**config.mk**
```make
export PLATFORM = sky130hd
export DESIGN_NAME = halton_box_sampler
export DESIGN_NICKNAME = d
export VERILOG_FILES = /design/src/rtl/hbs_pkg.sv /design/src/rtl/halton_box_sampler.sv /design/src/rtl/hbs_mul.sv /design/src/rtl/hbs_engine.sv
export SDC_FILE = /design/constraint.sdc
export NUM_CORES = 2
export LEC_CHECK = 0
export BUFFER_PORTS_ARGS = -buffer_cell sky130_fd_sc_hd__buf_2
export CAP_MARGIN = 20
export CORE_MARGIN = 2
export CORE_UTILIZATION = 25
export DETAILED_ROUTE_END_ITERATION = 8
export GPL_ROUTABILITY_DRIVEN = 0
export GPL_TIMING_DRIVEN = 0
export SLEW_MARGIN = 20
export SYNTH_ARGS = -nofsm -noshare
export SYNTH_HDL_FRONTEND = slang
export SYNTH_HIERARCHICAL = 1
export SYNTH_SLANG_ARGS = --single-unit
```
**constraint.sdc**
```tcl
create_clock -name clk -period 14.9 [get_ports clk]
set_clock_uncertainty 0.1 [all_clocks]
set_input_delay 0.745 -clock clk [delete_from_list [all_inputs] [get_ports clk]]
set_output_delay 0.745 -clock clk [all_outputs]
set_load 0.02 [all_outputs]
```
**src/rtl/hbs_pkg.sv**
```systemverilog
// ----------------------------------------------------------------------------
// hbs_pkg: shared types and constants for the Halton box sampler
// Coordinate format, axis codes, register map and parameter defaults.
// ----------------------------------------------------------------------------
`default_nettype none

package hbs_pkg;

  localparam int COORD_W   = 24;
  localparam int NUM_AXES  = 3;
  localparam int CFG_IDX_W = 3;

  localparam int DEF_INDEX_BITS    = 20;
  localparam int DEF_FRACTION_BITS = 24;
  localparam int DEF_BASE_X        = 2;
  localparam int DEF_BASE_Y        = 3;
  localparam int DEF_BASE_Z        = 5;

  typedef logic [NUM_AXES-1:0][COORD_W-1:0] coord_vec_t;

  typedef enum logic [1:0] {
    AXIS_X = 2'd0,
    AXIS_Y = 2'd1,
    AXIS_Z = 2'd2
  } axis_t;

  typedef enum logic [CFG_IDX_W-1:0] {
    CFG_MIN_X = 3'd0,
    CFG_MIN_Y = 3'd1,
    CFG_MIN_Z = 3'd2,
    CFG_MAX_X = 3'd3,
    CFG_MAX_Y = 3'd4,
    CFG_MAX_Z = 3'd5
  } cfg_reg_t;

endpackage

`default_nettype wire

```
**src/rtl/halton_box_sampler.sv**
```systemverilog
// ----------------------------------------------------------------------------
// halton_box_sampler: 3-D Halton point scaled into a configured box
// The engine places the three axes one after another and hands the point to
// the output register once all are placed. The next index is taken in the
// cycle after the point leaves the engine, so no new index is accepted while
// one is in flight; the shared multiplier and the bit-serial division serve each axis.
// Sync active-low reset; box registers clear to zero, no clearing pass.
// ----------------------------------------------------------------------------
`default_nettype none

module halton_box_sampler #(
  parameter int INDEX_BITS    = hbs_pkg::DEF_INDEX_BITS,
  parameter int FRACTION_BITS = hbs_pkg::DEF_FRACTION_BITS,
  parameter int BASE_X        = hbs_pkg::DEF_BASE_X,
  parameter int BASE_Y        = hbs_pkg::DEF_BASE_Y,
  parameter int BASE_Z        = hbs_pkg::DEF_BASE_Z
) (
  input  wire logic                                 clk,
  input  wire logic                                 rst_n,
  input  wire logic                                 cfg_valid,
  output logic                                      cfg_ready,
  input  wire logic [hbs_pkg::CFG_IDX_W-1:0]        cfg_index,
  input  wire logic signed [hbs_pkg::COORD_W-1:0]   cfg_data,
  input  wire logic                                 in_valid,
  output logic                                      in_ready,
  input  wire logic [INDEX_BITS-1:0]                in_sample_index,
  output logic                                      out_valid,
  input  wire logic                                 out_ready,
  output logic signed [hbs_pkg::COORD_W-1:0]        out_pos_x,
  output logic signed [hbs_pkg::COORD_W-1:0]        out_pos_y,
  output logic signed [hbs_pkg::COORD_W-1:0]        out_pos_z
);

  hbs_pkg::coord_vec_t box_min_r;
  hbs_pkg::coord_vec_t box_max_r;
  hbs_pkg::coord_vec_t out_pos_r;
  logic                out_valid_r;

  logic                eng_idle;
  logic                eng_res_valid;
  logic                eng_res_ready;
  hbs_pkg::coord_vec_t eng_res_pos;

  assign cfg_ready = 1'b1;

  always_ff @(posedge clk) begin
    if (!rst_n) begin
      box_min_r <= '0;
      box_max_r <= '0;
    end else if (cfg_valid && cfg_ready) begin
      case (hbs_pkg::cfg_reg_t'(cfg_index))
        hbs_pkg::CFG_MIN_X: box_min_r[hbs_pkg::AXIS_X] <= cfg_data;
        hbs_pkg::CFG_MIN_Y: box_min_r[hbs_pkg::AXIS_Y] <= cfg_data;
        hbs_pkg::CFG_MIN_Z: box_min_r[hbs_pkg::AXIS_Z] <= cfg_data;
        hbs_pkg::CFG_MAX_X: box_max_r[hbs_pkg::AXIS_X] <= cfg_data;
        hbs_pkg::CFG_MAX_Y: box_max_r[hbs_pkg::AXIS_Y] <= cfg_data;
        hbs_pkg::CFG_MAX_Z: box_max_r[hbs_pkg::AXIS_Z] <= cfg_data;
        default: begin
        end
      endcase
    end
  end

  hbs_engine #(
    .INDEX_BITS    (INDEX_BITS),
    .FRACTION_BITS (FRACTION_BITS),
    .BASE_X        (BASE_X),
    .BASE_Y        (BASE_Y),
    .BASE_Z        (BASE_Z)
  ) u_engine (
    .clk       (clk),
    .rst_n     (rst_n),
    .start     (in_valid && in_ready),
    .index     (in_sample_index),
    .idle      (eng_idle),
    .box_min   (box_min_r),
    .box_max   (box_max_r),
    .res_valid (eng_res_valid),
    .res_ready (eng_res_ready),
    .res_pos   (eng_res_pos)
  );

  assign in_ready      = eng_idle;
  assign eng_res_ready = !out_valid_r || out_ready;

  // output beat register
  always_ff @(posedge clk) begin
    if (!rst_n) begin
      out_valid_r <= 1'b0;
    end else if (eng_res_valid && eng_res_ready) begin
      out_valid_r <= 1'b1;
    end else if (out_ready) begin
      out_valid_r <= 1'b0;
    end
  end

  always_ff @(posedge clk) begin
    if (eng_res_valid && eng_res_ready) begin
      out_pos_r <= eng_res_pos;
    end
  end

  assign out_valid = out_valid_r;
  assign out_pos_x = out_pos_r[hbs_pkg::AXIS_X];
  assign out_pos_y = out_pos_r[hbs_pkg::AXIS_Y];
  assign out_pos_z = out_pos_r[hbs_pkg::AXIS_Z];

`ifndef ASSERT_OFF
  a_busy_after_accept: assert property (@(posedge clk) disable iff (!rst_n)
    in_valid && in_ready |=> !in_ready)
    else $error("engine still ready after taking a beat");

  a_result_not_idle: assert property (@(posedge clk) disable iff (!rst_n)
    eng_res_valid |-> !in_ready)
    else $error("engine result pending while idle");

  a_out_from_engine: assert property (@(posedge clk) disable iff (!rst_n)
    $rose(out_valid_r) |-> $past(eng_res_valid))
    else $error("output beat without engine result");
`endif

endmodule

`default_nettype wire

```
**src/rtl/hbs_mul.sv**
```systemverilog
// ----------------------------------------------------------------------------
// hbs_mul: shared unsigned multiplier with registered product
// Serves both the reciprocal digit split and the box scaling.
// ----------------------------------------------------------------------------
`default_nettype none

module hbs_mul #(
  parameter int AW = 24,
  parameter int BW = 24
) (
  input  wire logic             clk,
  input  wire logic [AW-1:0]    a,
  input  wire logic [BW-1:0]    b,
  output logic      [AW+BW-1:0] p
);

  logic [AW+BW-1:0] prod_r;

  always_ff @(posedge clk) begin
    prod_r <= (AW+BW)'(a) * (AW+BW)'(b);
  end

  assign p = prod_r;

endmodule

`default_nettype wire

```
**src/rtl/hbs_engine.sv**
```systemverilog
// ----------------------------------------------------------------------------
// hbs_engine: sequencer for radical inverse and box placement
// Per axis: digit split by reciprocal multiply, restoring long division
// one bit per cycle, then scaling by the box span on the shared multiplier.
// ----------------------------------------------------------------------------
`default_nettype none

module hbs_engine #(
  parameter int INDEX_BITS    = hbs_pkg::DEF_INDEX_BITS,
  parameter int FRACTION_BITS = hbs_pkg::DEF_FRACTION_BITS,
  parameter int BASE_X        = hbs_pkg::DEF_BASE_X,
  parameter int BASE_Y        = hbs_pkg::DEF_BASE_Y,
  parameter int BASE_Z        = hbs_pkg::DEF_BASE_Z
) (
  input  wire logic                   clk,
  input  wire logic                   rst_n,
  input  wire logic                   start,
  input  wire logic [INDEX_BITS-1:0]  index,
  output logic                        idle,
  input  wire hbs_pkg::coord_vec_t    box_min,
  input  wire hbs_pkg::coord_vec_t    box_max,
  output logic                        res_valid,
  input  wire logic                   res_ready,
  output hbs_pkg::coord_vec_t         res_pos
);

  localparam int CW    = hbs_pkg::COORD_W;
  localparam int BMAX_XY = (BASE_X > BASE_Y) ? BASE_X : BASE_Y;
  localparam int BMAX  = (BMAX_XY > BASE_Z) ? BMAX_XY : BASE_Z;
  localparam int DW    = $clog2(BMAX);
  localparam int NUMW  = INDEX_BITS + DW;
  localparam int AW    = (INDEX_BITS > CW) ? INDEX_BITS : CW;
  localparam int BW    = (INDEX_BITS + 1 > FRACTION_BITS) ? INDEX_BITS + 1 : FRACTION_BITS;
  localparam int PW    = AW + BW;
  localparam int CNTW  = $clog2(FRACTION_BITS + 1);
  localparam int L_X   = $clog2(BASE_X);
  localparam int L_Y   = $clog2(BASE_Y);
  localparam int L_Z   = $clog2(BASE_Z);
  localparam int S_X   = INDEX_BITS + L_X;
  localparam int S_Y   = INDEX_BITS + L_Y;
  localparam int S_Z   = INDEX_BITS + L_Z;
  localparam logic [BW-1:0] M_X =
    BW'(((64'd1 << S_X) + 64'(BASE_X - 1)) / 64'(BASE_X));
  localparam logic [BW-1:0] M_Y =
    BW'(((64'd1 << S_Y) + 64'(BASE_Y - 1)) / 64'(BASE_Y));
  localparam logic [BW-1:0] M_Z =
    BW'(((64'd1 << S_Z) + 64'(BASE_Z - 1)) / 64'(BASE_Z));

  typedef enum logic [2:0] {
    S_IDLE,
    S_START,
    S_MULQ,
    S_DIGIT,
    S_DIV,
    S_SCALE,
    S_FIN,
    S_DONE
  } state_t;

  state_t                 state_r;
  hbs_pkg::axis_t         axis_r;
  logic [INDEX_BITS-1:0]  idx_in_r;
  logic [INDEX_BITS-1:0]  idx_r;
  logic [NUMW-1:0]        num_r;
  logic [NUMW-1:0]        den_r;
  logic [NUMW-1:0]        rem_r;
  logic [FRACTION_BITS-1:0] frac_r;
  logic [CNTW-1:0]        cnt_r;
  logic [CW-1:0]          lo_r;
  logic                   neg_r;
  logic [CW-1:0]          spanmag_r;
  hbs_pkg::coord_vec_t    pos_r;

  logic [AW-1:0]          mul_a;
  logic [BW-1:0]          mul_b;
  logic [PW-1:0]          prod;

  logic [BW-1:0]          m_sel;
  logic [INDEX_BITS-1:0]  q;
  logic [DW-1:0]          qb_lo;
  logic [DW-1:0]          dig;
  logic [NUMW-1:0]        num_nxt;
  logic [NUMW-1:0]        den_nxt;
  logic [NUMW:0]          rem_sh;
  logic [NUMW:0]          rem_diff;
  logic                   rem_ge;
  logic [NUMW-1:0]        rem_nxt;
  logic [FRACTION_BITS-1:0] frac_nxt;
  logic [CW-1:0]          lo_sel;
  logic [CW-1:0]          hi_sel;
  logic [CW:0]            span;
  logic [CW:0]            span_neg;
  logic [CW-1:0]          hi_part;
  logic                   low_nz;
  logic [CW-1:0]          pos_nxt;

  hbs_mul #(
    .AW (AW),
    .BW (BW)
  ) u_mul (
    .clk (clk),
    .a   (mul_a),
    .b   (mul_b),
    .p   (prod)
  );

  // digit split: q = idx / base via reciprocal, digit from low bits
  always_comb begin
    m_sel   = M_X;
    q       = '0;
    qb_lo   = '0;
    num_nxt = '0;
    den_nxt = '0;
    lo_sel  = box_min[hbs_pkg::AXIS_X];
    hi_sel  = box_max[hbs_pkg::AXIS_X];
    case (axis_r)
      hbs_pkg::AXIS_X: begin
        m_sel   = M_X;
        q       = INDEX_BITS'(prod >> S_X);
        qb_lo   = DW'(DW'(q) * DW'(BASE_X));
        den_nxt = NUMW'(den_r * NUMW'(BASE_X));
        num_nxt = NUMW'(num_r * NUMW'(BASE_X));
        lo_sel  = box_min[hbs_pkg::AXIS_X];
        hi_sel  = box_max[hbs_pkg::AXIS_X];
      end
      hbs_pkg::AXIS_Y: begin
        m_sel   = M_Y;
        q       = INDEX_BITS'(prod >> S_Y);
        qb_lo   = DW'(DW'(q) * DW'(BASE_Y));
        den_nxt = NUMW'(den_r * NUMW'(BASE_Y));
        num_nxt = NUMW'(num_r * NUMW'(BASE_Y));
        lo_sel  = box_min[hbs_pkg::AXIS_Y];
        hi_sel  = box_max[hbs_pkg::AXIS_Y];
      end
      hbs_pkg::AXIS_Z: begin
        m_sel   = M_Z;
        q       = INDEX_BITS'(prod >> S_Z);
        qb_lo   = DW'(DW'(q) * DW'(BASE_Z));
        den_nxt = NUMW'(den_r * NUMW'(BASE_Z));
        num_nxt = NUMW'(num_r * NUMW'(BASE_Z));
        lo_sel  = box_min[hbs_pkg::AXIS_Z];
        hi_sel  = box_max[hbs_pkg::AXIS_Z];
      end
      default: begin
      end
    endcase
    dig = DW'(idx_r) - qb_lo;
  end

  assign mul_a = (state_r == S_MULQ) ? AW'(idx_r) : AW'(spanmag_r);
  assign mul_b = (state_r == S_MULQ) ? m_sel : BW'(frac_r);

  // restoring division step
  assign rem_sh   = {rem_r, 1'b0};
  assign rem_diff = rem_sh - {1'b0, den_r};
  assign rem_ge   = (rem_sh >= {1'b0, den_r});
  assign rem_nxt  = rem_ge ? rem_diff[NUMW-1:0] : rem_sh[NUMW-1:0];
  assign frac_nxt = {frac_r[FRACTION_BITS-2:0], rem_ge};

  assign span     = {hi_sel[CW-1], hi_sel} - {lo_sel[CW-1], lo_sel};
  assign span_neg = -span;

  // negative span rounds the offset magnitude up
  assign hi_part = CW'(prod >> FRACTION_BITS);
  assign low_nz  = |prod[FRACTION_BITS-1:0];
  assign pos_nxt = neg_r ? (lo_r - hi_part - CW'(low_nz)) : (lo_r + hi_part);

  always_ff @(posedge clk) begin
    if (!rst_n) begin
      state_r <= S_IDLE;
      axis_r  <= hbs_pkg::AXIS_X;
    end else begin
      case (state_r)
        S_IDLE: begin
          if (start) begin
            idx_in_r <= index;
            axis_r   <= hbs_pkg::AXIS_X;
            state_r  <= S_START;
          end
        end
        S_START: begin
          lo_r      <= lo_sel;
          neg_r     <= span[CW];
          spanmag_r <= span[CW] ? span_neg[CW-1:0] : span[CW-1:0];
          idx_r     <= idx_in_r;
          num_r     <= '0;
          den_r     <= NUMW'(1);
          rem_r     <= '0;
          cnt_r     <= CNTW'(FRACTION_BITS);
          state_r   <= (idx_in_r == '0) ? S_DIV : S_MULQ;
        end
        S_MULQ: begin
          state_r <= S_DIGIT;
        end
        S_DIGIT: begin
          num_r <= num_nxt + NUMW'(dig);
          den_r <= den_nxt;
          idx_r <= q;
          rem_r <= num_nxt + NUMW'(dig);
          state_r <= (q == '0) ? S_DIV : S_MULQ;
        end
        S_DIV: begin
          rem_r  <= rem_nxt;
          frac_r <= frac_nxt;
          cnt_r  <= cnt_r - CNTW'(1);
          if (cnt_r == CNTW'(1)) begin
            state_r <= S_SCALE;
          end
        end
        S_SCALE: begin
          state_r <= S_FIN;
        end
        S_FIN: begin
          case (axis_r)
            hbs_pkg::AXIS_X: begin
              pos_r[hbs_pkg::AXIS_X] <= pos_nxt;
              axis_r  <= hbs_pkg::AXIS_Y;
              state_r <= S_START;
            end
            hbs_pkg::AXIS_Y: begin
              pos_r[hbs_pkg::AXIS_Y] <= pos_nxt;
              axis_r  <= hbs_pkg::AXIS_Z;
              state_r <= S_START;
            end
            default: begin
              pos_r[hbs_pkg::AXIS_Z] <= pos_nxt;
              state_r <= S_DONE;
            end
          endcase
        end
        S_DONE: begin
          if (res_ready) begin
            state_r <= S_IDLE;
          end
        end
        default: begin
          state_r <= S_IDLE;
        end
      endcase
    end
  end

  assign idle      = (state_r == S_IDLE);
  assign res_valid = (state_r == S_DONE);
  assign res_pos   = pos_r;

endmodule

`default_nettype wire

```
# Word-level counts from Yosys, hierarchy flattened
# Cells that the tools add are included.
# totals
register_bits	529
input_bits	52
out_inout_bits	75
word_cells	125
# op_classes
addsub	9
n_mul	7
n_lt_le_gt_ge	1
eq_ne	19
mux	29
bitwise_logic	1
reduce_logical	33
# op_table
operator	count
23-bit one-hot mux with 3 select lines	3
24-bit 2-to-1 mux	4
24-bit one-hot mux with 2 select lines	2
23-bit one-hot mux with 2 select lines	2
20-bit one-hot mux with 2 select lines	2
20-bit one-hot mux with 3 select lines	1
24-bit by 24-bit multiplier with 48-bit output	1
23-bit by 2-bit multiplier with 23-bit output, second input constant	2
23-bit by 3-bit multiplier with 23-bit output, second input constant	2
20-bit logical NOT	2
24-bit by 24-bit subtractor with 25-bit output	1
24-bit adder	1
24-bit by 23-bit greater-or-equal comparator with 1-bit output	1
24-bit negation	1
3-bit one-hot mux with 8 select lines	1
24-bit OR reduction	1
24-bit by 1-bit subtractor with 24-bit output	1
24-bit subtractor	1
23-bit by 3-bit adder with 23-bit output	1
23-bit 2-to-1 mux	1
23-bit subtractor	1
2-bit AND reduction	11
3-bit == test, second input constant	6
3-bit 2-to-1 mux	6
26 further kinds	44

# Longest topological paths before layout
# depth
depth_word	5
mapped_depth	33
ltp_nobuf	28

# Hierarchy
# The synthesis kept the hierarchy.
# modules_own_cells
mod	n_inst	cells_each	area_each_um2	seq_area_each_um2
hbs_engine	1	2499	22577.9	7877.6
hbs_mul	1	2259	20184.4	960.9
halton_box_sampler	1	579	7457.2	5064.9

# Worst setup path before layout
# OpenSTA, ideal clock, no wires.
# synth_path
kind	reg-to-reg
from	register u_engine.state_r[0]
to	register u_engine.u_mul.prod_r[47], in the netlist u_engine/u_mul/p[47]
setup_time_ps	127
t_arrival_ps	7398
required_time_ps	14673
path_slack_ps	7275
path_stages_with_launch	33
path_buffers	5
period_less_slack_ps	7625
path_cell_list	dfxtp_1 -> clkbuf_1 -> or3_1 -> clkbuf_1 -> clkbuf_1 -> buf_1 -> nand2_1 -> nand2_1 -> clkbuf_1 -> nand2_1 -> fa_1 -> inv_1 -> fa_1 -> inv_1 -> fa_1 -> inv_1 -> fa_1 -> inv_1 -> fa_1 -> inv_1 -> fa_1 -> inv_1 -> fa_1 -> inv_1 -> ha_1 -> and4_1 -> nand2_1 -> a2bb2oi_1 -> o211ai_2 -> o211ai_2 -> a21oi_1 -> o21ai_0 -> or3b_1
# synth_between
elab_chain_len	3
elab_cells_between_ends	4
cone_classes	mul: 1; eq/ne: 1; mux: 2
# synth_lines
item	line_no	source
from (decl)	hbs_engine.sv:60	state_t state_r;
from (signal assigned)	hbs_engine.sv:190	state_r <= (idx_in_r == '0) ? S_DIV : S_MULQ;
from (signal assigned)	hbs_engine.sv:200	state_r <= (q == '0) ? S_DIV : S_MULQ;
3-bit by 2-bit == test with 1-bit output	hbs_engine.sv:150	assign mul_a = (state_r == S_MULQ) ? AW'(idx_r) : AW'(spanmag_r);
24-bit 2-to-1 mux	hbs_engine.sv:150	
named net u_engine.mul_a[13]	hbs_engine.sv:74	logic [AW-1:0] mul_a;
24-bit by 24-bit multiplier with 48-bit output	hbs_mul.sv:20	prod_r <= (AW+BW)'(a) * (AW+BW)'(b);
to (signal assigned)	hbs_mul.sv:20	
to (decl)	hbs_mul.sv:17	logic [AW+BW-1:0] prod_r;
# The timed path passes the listed nets, and every way through them passes these cells.
# A chain may end at the register's enable or synchronous reset.

# Worst setup path after layout
# layout_path
from	register u_engine.state_r[0]
to	register u_engine.u_mul.prod_r[43], in the netlist u_engine/u_mul/p[43]
# Same word-level chain as after synthesis.

==> impl_metrics.json <==
{
  "rsz0062_at_grt": "false",
  "async_flop_share": 0,
  "cpMostUsedCell": "fa_1",
  "cp_num_buf_inv": 9,
  "critPathRequiredTime_ns": 15.29,
  "ant_nets": 0,
  "die_h_um": 452,
  "wirelength_mm": 157,
  "path_delay_family": "adder cells",
  "final_common_cell": "inv_1",
  "rows": 164,
  "worst-setup-path-type": "reg -> reg",
  "grt_pass1_wl_mm": 238,
  "cts_sinks": 529,
  "synthSimpleGateAreaFrac": 0.158,
  "initial_utilization": 0.252,
  "root_buffer": "clkbuf_16",
  "min_period_over_period": 0.676,
  "cts.hold.buffers_added": 0,
  "crit_path_max_incr_delay_ns": 0.75,
  "clock.fmax_ghz": 0.0993,
  "cp.arrival_ns": 10.46,
  "cts_setup_buffers": 0,
  "synthXorXnorAreaFrac": 0.0368,
  "drt_iter0_markers": 3366,
  "ys.warnings.count": 6,
  "synth_top_area_frac": 0.198,
  "cts_resized": 0,
  "drive_above_1_share": 0.0532,
  "dpl.hpwl_mm": 127,
  "finalHoldViolCount": 0,
  "min_period_ns": 10.07,
  "tightestPinTransition_ns": 1.09,
  "htree_levels": 2,
  "synth_cell_type_count": 98,
  "slowest_stage": "clkbuf_1",
  "dr.pass1.iters": 9,
  "synthMuxAreaShare": 0.0348,
  "path_clk_slew_ns": 0.06,
  "start_kind": "register",
  "grt_overflow": 0,
  "io_pins": 127,
  "drv_slew": 0,
  "antenna_found_initial": 20,
  "finalSetupViolations": 0,
  "syn_area_mm2": 0.0502,
  "violations": "design-rule violations",
  "worst_setup_path_end_kind": "register",
  "synthTopCellsByArea": "edfxtp_1 (20%), fa_1 (20%), ha_1 (11%)",
  "yosys_most_used_dff": "edfxtp_1",
  "cts_inserted_buffers": 52,
  "synth_compound_area_frac": 0.116,
  "syn_area_per_cell_um2": 9.41,
  "coreArea_mm2": 0.200,
  "num_vias": 39600,
  "ys_ff_latch": 529,
  "die_w_um": 452,
  "grtUsageTotal": 0.150,
  "vias_per_cell": 4.81,
  "post_drt_wl_per_cell_um": 19.1,
  "dieArea_mm2": 0.204,
  "worstSkewPairLatency_ns": 0.66,
  "final.setup.tns_ns": 0,
  "portBuffers": 125,
  "synth_fp_nets": 6305,
  "cts_tree": "built",
  "synth_edf_count": 331,
  "relSlewSlack": 0.268,
  "drc": 22,
  "synth_top_family_by_area": "adder cells",
  "grt_pass1_vias": 39700,
  "yosysSeqAreaShare": 0.277,
  "final_cell_mix": "inv_1 (729), nand2_1 (703), fa_1 (493)",
  "min_path_type": "in -> reg",
  "clock_path_buffers": 3,
  "syn_inst": 5337,
  "syn_to_final_growth_pct": 11.8,
  "synthAdderAreaFrac": 0.302,
  "synth_top_cell_by_area": "edfxtp_1",
  "nets": 6491,
  "crit_path_max_fanout": 10,
  "maxCapViolations": 0,
  "status": "complete, but fails checks",
  "grt_max_degree": 46
}
-- layout make-up --
type	count	area, µm²
fill	20900	143000
timing repair buffer	132	776
tap	2656	3320
multi-input combinational	3823	32600
antenna	4	10.0
sequential	529	13900
clock buffer	64	1430
buffer	253	1040
clock inverter	32	379
inverter	732	2750
-- metrics by stage --
stage          worst slack, ns  hold slack [ns]  cell area [µm²]  cells  utilization
5_1_grt                   4.62            0.150            56200   8221        0.281
4_1_cts                   5.14            0.148            56200   8221        0.281
3_5_place_dp              5.19            0.305            54300   8125        0.272
6_report                  4.83            0.166            56200   8225        0.281
3_3_place_gp              5.30            0.301            54200   8118        0.271
2_1_floorplan             7.27            0.300            50200   5337            -
-- worst reg2reg max path: cells and delay by family, from the launching register on --
kind / cells / cell delay (ns)
adders and majority gates: 8 / 4.02
buffers and inverters: 9 / 2.69
and+or+nand+nor: 7 / 1.51
AOI/OAI and AO/OA: 4 / 1.27
DFF: 1 / 0.32
-- cells in the mapped netlist (all sizes together), types with 21 or more instances --
master and instances:
inv 731, a31oi 26, xnor2 149, a21o 117, mux2i 171, fa 493
nor2b 24, o21bai 23, a22oi 57, ha 423, edfxtp 331, o211ai 21
o21ai 189, a222oi 36, clkbuf 210, dfxtp 198, nor3 58, nand3 55
or3 31, nand2 704, and3 32, o21a 25, xor2 62, buf 43
a21oi 227, and2 350, nand2b 27, nor2 242, nand4 39
-- layer usage --
metal | GRT usage | part of all wire | up-vias
met2 | 0.255 | 0.47 | 1438
met4 | 0.0649 | 0.050 | 2
li1 | - | - | 18200
met5 | 0 | 0.00013 | -
met1 | 0.189 | 0.41 | 19600
met3 | 0.0221 | 0.066 | 343
-- flip-flops by register name (all words and copies together) (netlist names) --
name and cells:
box_max_r 72, u_engine/u_mul/p 48, box_min_r 72, u_engine/neg_r 1
u_engine/num_r 23, out_pos_x 24, u_engine/frac_r 24, u_engine/den_r 23
u_engine/rem_r 23, u_engine/lo_r 24, u_engine/spanmag_r 24, out_valid 1
out_pos_y 24, u_engine/res_pos 72, u_engine/cnt_r 5, u_engine/idx_in_r 20
out_pos_z 24, u_engine/idx_r 20, u_engine/state_r 3, u_engine/axis_r 2
-- logic make-up after synthesis --
kind of cell / Yosys count
mux: 174
compound gates: 876
flops: 529
fa+ha+maj: 916
xor+xnor: 211
simple gates: 1645
other cells: 1
buf+inv: 985
-- worst paths after layout --
| path | start | to | slack [ns] | cells after the start |
|---|---|---|---|---|
| setup reg to reg | u_engine/state_r[0] | u_engine/u_mul/p[43] | 4.83 | 28 |
| hold / removal | in_sample_index[0] | u_engine/idx_in_r[0] | 0.17 | 1 |
| hold reg to reg | u_engine/res_pos[70] | out_pos_z[22] | 0.31 | 0 |
| setup / recovery | u_engine/state_r[0] | u_engine/u_mul/p[43] | 4.83 | 28 |
Power is not shown: default switching activity piles up to over one toggle a cycle in this logic, so the estimate is an artifact.
